<file path="src/rtl/core/sdspi_pkg.sv">
package sdspi_pkg;

	localparam int unsigned CmdW    = 6;
	localparam int unsigned ArgW    = 32;
	localparam int unsigned ByteW   = 8;
	localparam int unsigned LimitW  = 16;
	localparam int unsigned OpW     = 2;
	localparam int unsigned FrameW  = 3;
	localparam int unsigned PhaseW  = 2;

	localparam int unsigned InDataW  = 48;
	localparam int unsigned OutDataW = 24;

	localparam logic [LimitW-1:0] BusyLimitReset = 16'd300;

	localparam logic [OpW-1:0] OP_START = 2'd0;
	localparam logic [OpW-1:0] OP_XCHG  = 2'd1;
	localparam logic [OpW-1:0] OP_TICK  = 2'd2;
	localparam logic [OpW-1:0] OP_FLUSH = 2'd3;

	localparam logic [PhaseW-1:0] PH_IDLE = 2'd0;
	localparam logic [PhaseW-1:0] PH_BUSY = 2'd1;
	localparam logic [PhaseW-1:0] PH_SEND = 2'd2;
	localparam logic [PhaseW-1:0] PH_RESP = 2'd3;

	localparam logic [ByteW-1:0] IDLE_BYTE  = 8'hFF;
	localparam logic [ByteW-1:0] CMD_PREFIX = 8'h40;
	localparam logic [ByteW-1:0] CRC_CMD0   = 8'h95;
	localparam logic [ByteW-1:0] CRC_CMD8   = 8'h87;
	localparam logic [FrameW-1:0] LAST_FRAME = 3'd5;
	localparam logic [CmdW-1:0] CMD_GO_IDLE = 6'd0;
	localparam logic [CmdW-1:0] CMD_IF_COND = 6'd8;

	typedef struct packed {
		logic [PhaseW-1:0] phase;
		logic [FrameW-1:0] frame_index;
		logic [ByteW-1:0]  poll_count;
		logic [LimitW-1:0] elapsed_ms;
		logic [CmdW-1:0]   held_command;
		logic [ArgW-1:0]   held_argument;
		logic              fault;
	} eng_state_t;

	typedef struct packed {
		logic             valid;
		logic             result_kind;
		logic [ByteW-1:0] tx_byte;
		logic [ByteW-1:0] status;
		logic             fault;
	} eng_result_t;

	function automatic logic [ByteW-1:0] frame_byte(
		input logic [CmdW-1:0]   cmd,
		input logic [ArgW-1:0]   arg,
		input logic [FrameW-1:0] k
	);
		logic [ByteW-1:0] b;
		case (k)
			3'd0: b = CMD_PREFIX | {2'b00, cmd};
			3'd1: b = arg[31:24];
			3'd2: b = arg[23:16];
			3'd3: b = arg[15:8];
			3'd4: b = arg[7:0];
			default: begin
				if (cmd == CMD_GO_IDLE)
					b = CRC_CMD0;
				else if (cmd == CMD_IF_COND)
					b = CRC_CMD8;
				else
					b = IDLE_BYTE;
			end
		endcase
		return b;
	endfunction

endpackage

</file>
<file path="src/rtl/core/sdspi_step.sv">
module sdspi_step (
	input  sdspi_pkg::eng_state_t           st,
	input  logic [sdspi_pkg::OpW-1:0]       op,
	input  logic [sdspi_pkg::CmdW-1:0]      cmd_index,
	input  logic [sdspi_pkg::ArgW-1:0]      argument,
	input  logic [sdspi_pkg::ByteW-1:0]     rx_byte,
	input  logic                            exchange_failed,
	input  logic [sdspi_pkg::LimitW-1:0]    busy_wait_limit_ms,
	output sdspi_pkg::eng_state_t           nxt,
	output sdspi_pkg::eng_result_t          res
);
	import sdspi_pkg::*;

	always_comb begin
		nxt = st;
		res = '0;
		unique case (op)
			OP_FLUSH: begin
				nxt.fault = 1'b0;
			end
			OP_TICK: begin
				if (st.phase == PH_BUSY && st.elapsed_ms != {LimitW{1'b1}})
					nxt.elapsed_ms = st.elapsed_ms + 16'd1;
			end
			OP_START: begin
				if (st.phase == PH_IDLE) begin
					nxt.held_command  = cmd_index;
					nxt.held_argument = argument;
					nxt.frame_index   = '0;
					nxt.poll_count    = '0;
					nxt.elapsed_ms    = '0;
					res.valid = 1'b1;
					if (st.fault) begin
						res.result_kind = 1'b1;
						res.status      = IDLE_BYTE;
					end else begin
						nxt.phase   = PH_BUSY;
						res.tx_byte = IDLE_BYTE;
					end
				end
			end
			OP_XCHG: begin
				if (st.phase != PH_IDLE) begin
					res.valid = 1'b1;
					if (exchange_failed) begin
						nxt.fault       = 1'b1;
						nxt.phase       = PH_IDLE;
						res.result_kind = 1'b1;
						res.status      = IDLE_BYTE;
					end else begin
						unique case (st.phase)
							PH_BUSY: begin
								if (rx_byte != IDLE_BYTE && st.elapsed_ms < busy_wait_limit_ms) begin
									res.tx_byte = IDLE_BYTE;
								end else begin
									nxt.phase       = PH_SEND;
									nxt.frame_index = '0;
									res.tx_byte = frame_byte(st.held_command, st.held_argument,
										3'd0);
								end
							end
							PH_SEND: begin
								if (st.frame_index < LAST_FRAME) begin
									nxt.frame_index = st.frame_index + 3'd1;
									res.tx_byte = frame_byte(st.held_command, st.held_argument,
										st.frame_index + 3'd1);
								end else begin
									nxt.phase      = PH_RESP;
									nxt.poll_count = '0;
									res.tx_byte    = IDLE_BYTE;
								end
							end
							PH_RESP: begin
								if (!rx_byte[ByteW-1] || st.poll_count == {ByteW{1'b1}}) begin
									nxt.phase       = PH_IDLE;
									res.result_kind = 1'b1;
									res.status      = rx_byte;
								end else begin
									nxt.poll_count = st.poll_count + 8'd1;
									res.tx_byte    = IDLE_BYTE;
								end
							end
							default: begin
								res.valid = 1'b0;
							end
						endcase
					end
				end
			end
			default: begin
				nxt = st;
			end
		endcase
		res.fault = nxt.fault;
	end

endmodule

</file>
<file path="src/rtl/core/sd_spi_command_engine_core.sv">
// Pipeline: the input register takes the word, then its result is registered into the
// output register that drives m_tvalid; a stalled output holds the input register.
// Throughput: one input word per cycle unless the output stalls; the result and input registers
// advance together, so a stalled output holds at most one pending input word.
// Reset (arst_n low, asynchronous): engine idle, fault clear, counters and held
// command zero, busy limit 300 ms, both word registers empty.
module sd_spi_command_engine_core (
	input  logic                                  clk,
	input  logic                                  arst_n,
	input  logic                                  cfg_valid,
	output logic                                  cfg_ready,
	input  logic [sdspi_pkg::LimitW-1:0]          cfg_data,    // busy_wait_limit_ms
	input  logic                                  s_tvalid,
	output logic                                  s_tready,
	// cmd_index[5:0], argument[37:6], rx_byte[45:38], exchange_failed[46], zero[47]
	input  logic [sdspi_pkg::InDataW-1:0]         s_tdata,
	input  logic [sdspi_pkg::OpW-1:0]             s_tuser,     // opcode[1:0]
	output logic                                  m_tvalid,
	input  logic                                  m_tready,
	// tx_byte[7:0], status[15:8], fault[16], zero[23:17]
	output logic [sdspi_pkg::OutDataW-1:0]        m_tdata,
	output logic                                  m_tuser      // result_kind[0]
);
	import sdspi_pkg::*;

	logic [LimitW-1:0] limit_q;
	eng_state_t        st_q;
	eng_state_t        st_nxt;
	eng_result_t       res;

	logic              valid_s1;
	logic [OpW-1:0]    op_s1;
	logic [CmdW-1:0]   cmd_s1;
	logic [ArgW-1:0]   arg_s1;
	logic [ByteW-1:0]  rx_s1;
	logic              fail_s1;

	logic              out_valid_q;
	logic              out_kind_q;
	logic [ByteW-1:0]  out_tx_q;
	logic [ByteW-1:0]  out_status_q;
	logic              out_fault_q;

	logic              out_free;
	logic              advance;

	assign cfg_ready = 1'b1;
	assign out_free  = !out_valid_q || m_tready;
	assign advance   = valid_s1 && out_free;
	assign s_tready  = !valid_s1 || out_free;

	always_ff @(posedge clk or negedge arst_n) begin
		if (!arst_n)
			limit_q <= BusyLimitReset;
		else if (cfg_valid && cfg_ready)
			limit_q <= cfg_data;
	end

	always_ff @(posedge clk or negedge arst_n) begin
		if (!arst_n)
			valid_s1 <= 1'b0;
		else if (s_tready)
			valid_s1 <= s_tvalid;
	end

	always_ff @(posedge clk) begin
		if (s_tvalid && s_tready) begin
			op_s1   <= s_tuser;
			cmd_s1  <= s_tdata[5:0];
			arg_s1  <= s_tdata[37:6];
			rx_s1   <= s_tdata[45:38];
			fail_s1 <= s_tdata[46];
		end
	end

	sdspi_step u_step (
		.st                 (st_q),
		.op                 (op_s1),
		.cmd_index          (cmd_s1),
		.argument           (arg_s1),
		.rx_byte            (rx_s1),
		.exchange_failed    (fail_s1),
		.busy_wait_limit_ms (limit_q),
		.nxt                (st_nxt),
		.res                (res)
	);

	always_ff @(posedge clk or negedge arst_n) begin
		if (!arst_n)
			st_q <= '0;
		else if (advance)
			st_q <= st_nxt;
	end

	always_ff @(posedge clk or negedge arst_n) begin
		if (!arst_n) begin
			out_valid_q <= 1'b0;
		end else begin
			if (m_tready)
				out_valid_q <= 1'b0;
			if (advance && res.valid)
				out_valid_q <= 1'b1;
		end
	end

	always_ff @(posedge clk) begin
		if (advance && res.valid) begin
			out_kind_q   <= res.result_kind;
			out_tx_q     <= res.tx_byte;
			out_status_q <= res.status;
			out_fault_q  <= res.fault;
		end
	end

	assign m_tvalid = out_valid_q;
	assign m_tuser  = out_kind_q;
	assign m_tdata  = {7'd0, out_fault_q, out_status_q, out_tx_q};

endmodule
</file>
<file path="config.mk">
export PLATFORM = sky130hd
export DESIGN_NAME = sd_spi_command_engine_core
export DESIGN_NICKNAME = d
export VERILOG_FILES = /design/src/rtl/core/sdspi_pkg.sv /design/src/rtl/core/sdspi_step.sv /design/src/rtl/core/sd_spi_command_engine_core.sv
export SDC_FILE = /design/constraint.sdc
export NUM_CORES = 1
export LEC_CHECK = 0
export ABC_CLOCK_PERIOD_IN_PS = 3300
export BUFFER_PORTS_ARGS = -buffer_cell sky130_fd_sc_hd__buf_2
export CELL_PAD_IN_SITES_DETAIL_PLACEMENT = 1
export CELL_PAD_IN_SITES_GLOBAL_PLACEMENT = 1
export CORE_ASPECT_RATIO = 1.4
export CORE_MARGIN = 1
export CORE_UTILIZATION = 30
export DETAILED_ROUTE_END_ITERATION = 7
export PLACE_DENSITY_LB_ADDON = 0.1
export SETUP_SLACK_MARGIN = 0.1
export SLEW_MARGIN = 20
export SYNTH_ARGS = -nofsm -noshare
export SYNTH_HDL_FRONTEND = slang
export SYNTH_HIERARCHICAL = 1
export SYNTH_SLANG_ARGS = --single-unit
</file>
<file path="constraint.sdc">
create_clock -name clk -period 3.3 [get_ports clk]
set_clock_uncertainty 0.15 [all_clocks]
set_input_delay 0.33 -clock clk [delete_from_list [all_inputs] [get_ports clk]]
set_output_delay 0.33 -clock clk [all_outputs]
set_load 0.01 [all_outputs]
</file>
# Word-level counts from Yosys, hierarchy flattened
# Cells that the tools add are included.
dict set report totals {
  ff_bits 153
  in_bits 71
  output_inout_bits 28
  elab_cells 122
}
dict set report classes {
  n_addsub 3
  order_cmp 2
  n_eq_ne 29
  mux 44
  n_reduce_logical 25
}
# op n
set op_table {}
lappend op_table {{8-bit 2-to-1 mux} 11}
lappend op_table {{67-bit 2-to-1 mux} 1}
lappend op_table {{8-bit one-hot mux with 5 select lines} 1}
lappend op_table {{18-bit 2-to-1 mux} 2}
lappend op_table {{18-bit one-hot mux with 2 select lines} 1}
lappend op_table {{16-bit one-hot mux with 2 select lines} 1}
lappend op_table {{13-bit one-hot mux with 2 select lines} 1}
lappend op_table {{8-bit one-hot mux with 3 select lines} 1}
lappend op_table {{16-bit by 1-bit adder with 16-bit output (second input constant)} 1}
lappend op_table {{16-bit less-than comparator} 1}
lappend op_table {{16-bit 2-to-1 mux} 1}
lappend op_table {{16-bit != test (second input constant)} 1}
lappend op_table {{8-bit one-hot mux with 2 select lines} 1}
lappend op_table {{8-bit AND reduction} 2}
lappend op_table {{7-bit 2-to-1 mux} 2}
lappend op_table {{13-bit 2-to-1 mux} 1}
lappend op_table {{3-bit != test (second input constant)} 4}
lappend op_table {{11-bit 2-to-1 mux} 1}
lappend op_table {{1-bit 2-to-1 mux} 10}
lappend op_table {{9-bit AND reduction} 1}
lappend op_table {{8-bit by 1-bit adder with 8-bit output (second input constant)} 1}
lappend op_table {{2-bit equality test (second input constant)} 4}
lappend op_table {{8-bit equality test (second input constant)} 1}
lappend op_table {{2-bit 2-to-1 mux} 4}
lappend op_table {{other kinds (29)} 48}

# Depth between registers and ports, before layout
dict set report logic_depth {
  ltp_word 11
  depth_mapped 10
}

# Hierarchy
# The synthesis kept the hierarchy.
# mod instances cells_per_inst area_each_um2 seq_area_each_um2
set by_module_without_submodules {}
lappend by_module_without_submodules {sd_spi_command_engine_core 1 266 5387.7 4169.0}
lappend by_module_without_submodules {sdspi_step 1 494 2874.0 0.0}

# Worst setup path after synthesis
# Ideal clock, no wire load.
dict set report synth_timing {
  kind {flip-flop to flip-flop}
  startpoint {reg st_q[67] (netlist bit)}
  endpoint {reg out_kind_q (netlist: m_tuser) (enable)}
  arrival_time_ns 2.499
  setup_slack_ns 0.259
  stages_incl_launch_ff 11
  path_buffers 3
  cell_sequence {dfrtp_1 inv_1 ha_1 buf_2 o21ba_2 nand2_1 clkbuf_1 clkbuf_1 o21ai_0 nand2_1 nor2_1}
}
# item line
set synth_rtl {}
lappend synth_rtl {{from (decl)} sd_spi_command_engine_core.sv:27} ;# eng_state_t st_q;
lappend synth_rtl {{from (signal assigned)} sd_spi_command_engine_core.sv:92} ;# st_q <= st_nxt;
lappend synth_rtl {{to (signal assigned)} sd_spi_command_engine_core.sv:108} ;# out_kind_q <= res.result_kind;
lappend synth_rtl {{to (decl)} sd_spi_command_engine_core.sv:39} ;# logic out_kind_q;

==> summary.md <==
| Metric | Value |
|---|---|
| Root Buffer | clkbuf_16 |
| Initial Utilization | 0.306 |
| Met2 Wirelength | between 10,000 and 15,000 um |
| Cells after Synth | 760 |
| Layout Nets | about 1.0k |
| FF-to-FF Start | st_q[67] |
| Die area | between 20,000 and 30,000 um^2 |
| Cell Chain, Critical Path | inv_1 -> ha_1 -> o21ba_2 -> nand2_1 -> nor2_1 -> buf_4 -> a221oi_1 -> o31ai_1 -> mux2_4 |
| Crit path required time | between 3 and 4 ns |
| Routed wl met3 | 573 um |
| Crit path largest cell delay | about 0.50 ns |
| Routed vias | roughly 6.4k |
| Peak supply drop | 0.353 mV |
| Htree depth | 4 |
| Inserted Clock Buffers | 17 |
| Vias in the first global route | ~6.9k |
| Synth Warn # | 6 |
| Total Wirelength | 23,400 um |
| WP buf/inv | 2 |
| Cell area power density | approximately 650 nW/um^2 |
| Number of synthesized flops with an enable pin | 67 |
| Post-DR vias/cell | around 4.9 |
| Netlist cell types | 70 |
| DRT Pass-1 Iters | 4 |
| Worst Setup Start Kind | register |
| Count leader, synth | nand2_1 |
| Largest net degree at the start of global routing | 47 |
| RSZ-0062 raised after global routing | false |
| CTS tree | done |
| Worst r2r path cells | 9 |
| Sw Pwr | around 2.3 mW |
| Most used DFF post-synth | dfrtp_1 |
| Latest clock arrival within the worst-skew pair | between 0.4 and 0.5 ns |
| Synth async-reset ratio | 0.562 |
| GRT Residual Overflow | 0 |
| Sinks on Clock Net | roughly 150 |
| Crit path max fanout | 9 |
| Post-synth top area share | 0.248 |
| Cts hold-fix bufs | 67 |
| # DRC | 0 |
| Final setup fails | 0 |
| Crit. End Element | register |
| Commonest cells in the netlist | nand2_1 (154), dfrtp_1 (82), mux2_2 (69) |
| Final hold vios | 0 |
| Critical path class | reg -> reg |
| Highest routing layer actually used | met4 |
| Worst EP arrival | roughly 3.1 ns |
| Slew HR | 0.527 |
| Area Overhead vs Synth | 25.6% |
| Worst reg-to-reg setup slack | between 0.3 and 0.4 ns |
| Sequential share of power | 0.423 |
| Cell Int Power | approximately 4.4 mW |
| Seq/Total Area, Yosys | 0.505 |
| Critical Path Source | st_q[67] |
| Die Span Y | 198 um |
| Die width | 142 um |
| Iteration-0 DRC Markers | 185 |
| DRT met1 WL | 9070 um |
| Min Tclk post-route | roughly 2.9 ns |
| Antenna Nets Post-Route | 0 |
| Total stage count of the critical path | 9 |
| Final Max Tran Viols | 0 |
| Maximum clock insertion buffer count | 2 |
| Max_cap viols | 0 |
| HPWL after detailed placement | 17,000 um |
| Fin crit share | 0.879 |
| Port buffer count | slightly below 90 |
| Ports | 99 |
| Avg Cell Area, Syn | around 11 um^2 |
| Initial antenna violation count | 0 |
| Reg clk slew, reported paths | 0.06 ns |
| Hold Crit Class | in -> reg |
| Clock power share | 0.300 |
| Top cells by area, synth | dfrtp_1 (25%), edfxtp_1 (24%), mux2_2 (9.4%) |
| # rows | between 70 and 80 |
| Kind of cell adding the most delay to the critical path | compound AO/OA/AOI/OAI gates |
| ANT cells | 0 |
| First-pass GRT wire length | between 30,000 and 40,000 um |
| Total negative slack | 0 ns |
| Max Fclk | between 300 and 400 MHz |
| RR Endpoint | st_q[66] |
| Post-CTS setup buffer count | 0 |
| Status | finished, final reports clean |
| Core box area | 27,000 um^2 |
| Final Util | 0.384 |
| Worst setup endpoint | st_q[66] |
| GP Congestion | between 0.8 and 0.9 |
| Synth Register Bits | 153 |
| Leakage Power | 4.47 nW |
| Layout cell share with drive strength beyond 1 | 0.270 |
| Combinational power share | 0.277 |
| DR WL/cell | between 15 and 20 um |
| Fillcell total | ~3.0k |
| Tightest Pin Transition | roughly 0.70 ns |
| Post-CTS sizing | 0 |
| Switching Share | 0.337 |
| CP max-delay cell | dfrtp_1 |
| Synthesized cell area | between 8000 and 9000 um^2 |
| Yosys top cell by area | dfrtp_1 |
| Global Route Usage Sum | 0.174 |
==> final cells by class <==
| type | count | area [um^2] | area share |
|---|---|---|---|
| clock buffer | 17 | 425 | 0.0410 |
| clock inverter | 15 | 173 | 0.0166 |
| inverter | 27 | 101 | 0.00976 |
| multi-input combinational | 539 | 3750 | 0.361 |
| sequential | 153 | 4170 | 0.402 |
| tap | 365 | 457 | 0.0440 |
| timing repair buffer | 176 | 1310 | 0.126 |
==> routing by layer <==
metal	vias to the layer above	track usage
met2	122	0.327
met4	0	0.0968
met3	37	0.0281
met5	-	0
met1	3148	0.183
li1	3060	-
==> through the flow <==
stage          instance area [um^2]  power, mW  worst slack, ns  hold slack (ns)  cells
2_1_floorplan                  8280       3.97            0.259           -0.116    766
3_3_place_gp                   9110       4.61            0.447            0.240   1193
3_5_place_dp                   9110       4.69            0.445            0.252   1193
4_1_cts                       10400       6.81            0.415           0.0546   1292
5_1_grt                       10400       7.10            0.223           0.0743   1292
6_report                      10400       6.70            0.399           0.0740   1292
==> placed cells by master (no fill, tap or decap), types with 3 or more instances in the layout <==
master,instances
a222oi_1,6
buf_12,3
mux2i_1,3
mux2_2,69
nand4_1,10
inv_6,3
edfxtp_1,67
dfstp_2,4
nor4_1,5
a221oi_1,6
o311ai_0,3
o21a_1,10
clkinv_1,3
nand3_1,15
clkbuf_16,17
a31oi_1,13
and3_1,4
nand2b_1,7
o21ai_1,3
dfrtp_1,82
o211ai_1,4
o221ai_1,4
bufinv_16,3
nor3_1,8
nor2b_1,5
inv_1,27
conb_1,8
o21ai_0,30
nor2_1,26
nand2_1,154
ha_1,27
a211oi_1,4
mux2_4,20
dlygate4sd3_1,67
a21oi_1,31
buf_4,18
a22o_1,8
o31ai_1,7
buf_2,88
o22ai_1,4
==> cell families after synthesis <==
family          count (synthesis)  share of synthesized area
flops                         153                      0.505
fa+ha+maj                      27                     0.0409
mux                            92                      0.134
compound gates                153                      0.128
simple gates                  256                      0.144
buf+inv                        74                     0.0445
xor+xnor                        3                    0.00318
other cells                     2                   0.000909
==> power groups by stage <==
stage / Sequential [mW] / Clock, mW / Combinational [mW]
2_1_floorplan: 2.69 / 0 / 1.28
3_3_place_gp: 2.86 / 0 / 1.75
3_5_place_dp: 2.88 / 0 / 1.81
4_1_cts: 2.85 / 2.08 / 1.88
5_1_grt: 2.89 / 2.15 / 2.06
6_report: 2.83 / 2.01 / 1.85
==> flip-flops by register name, summed over array words and instances, names as in the netlist <==
register / cells
out_tx_q: 8
m_tuser: 1
out_status_q: 8
rx_s1: 8
fail_s1: 1
limit_q: 16
st_q: 68
out_fault_q: 1
valid_s1: 1
arg_s1: 32
op_s1: 2
cmd_s1: 6
m_tvalid: 1
==> worst min-delay path by stage <==
stage            endpoint  slack, ns      from  depth (start not counted)
6_report         m_tvalid       0.07  m_tready                          3
5_1_grt          m_tvalid       0.07  m_tready                          3
4_1_cts          m_tvalid       0.05  m_tready                          3
2_1_floorplan  limit_q[0]      -0.12    arst_n                          0
3_5_place_dp     st_q[58]       0.25    arst_n                          1
3_3_place_gp     st_q[57]       0.24    arst_n                          1
==> worst min-delay path, stage by stage <==
cell	delay, ns
buf_2	0.09
nand2b_4	0.13
nand2_1	0.05
Power figures use the tool's default switching activity.
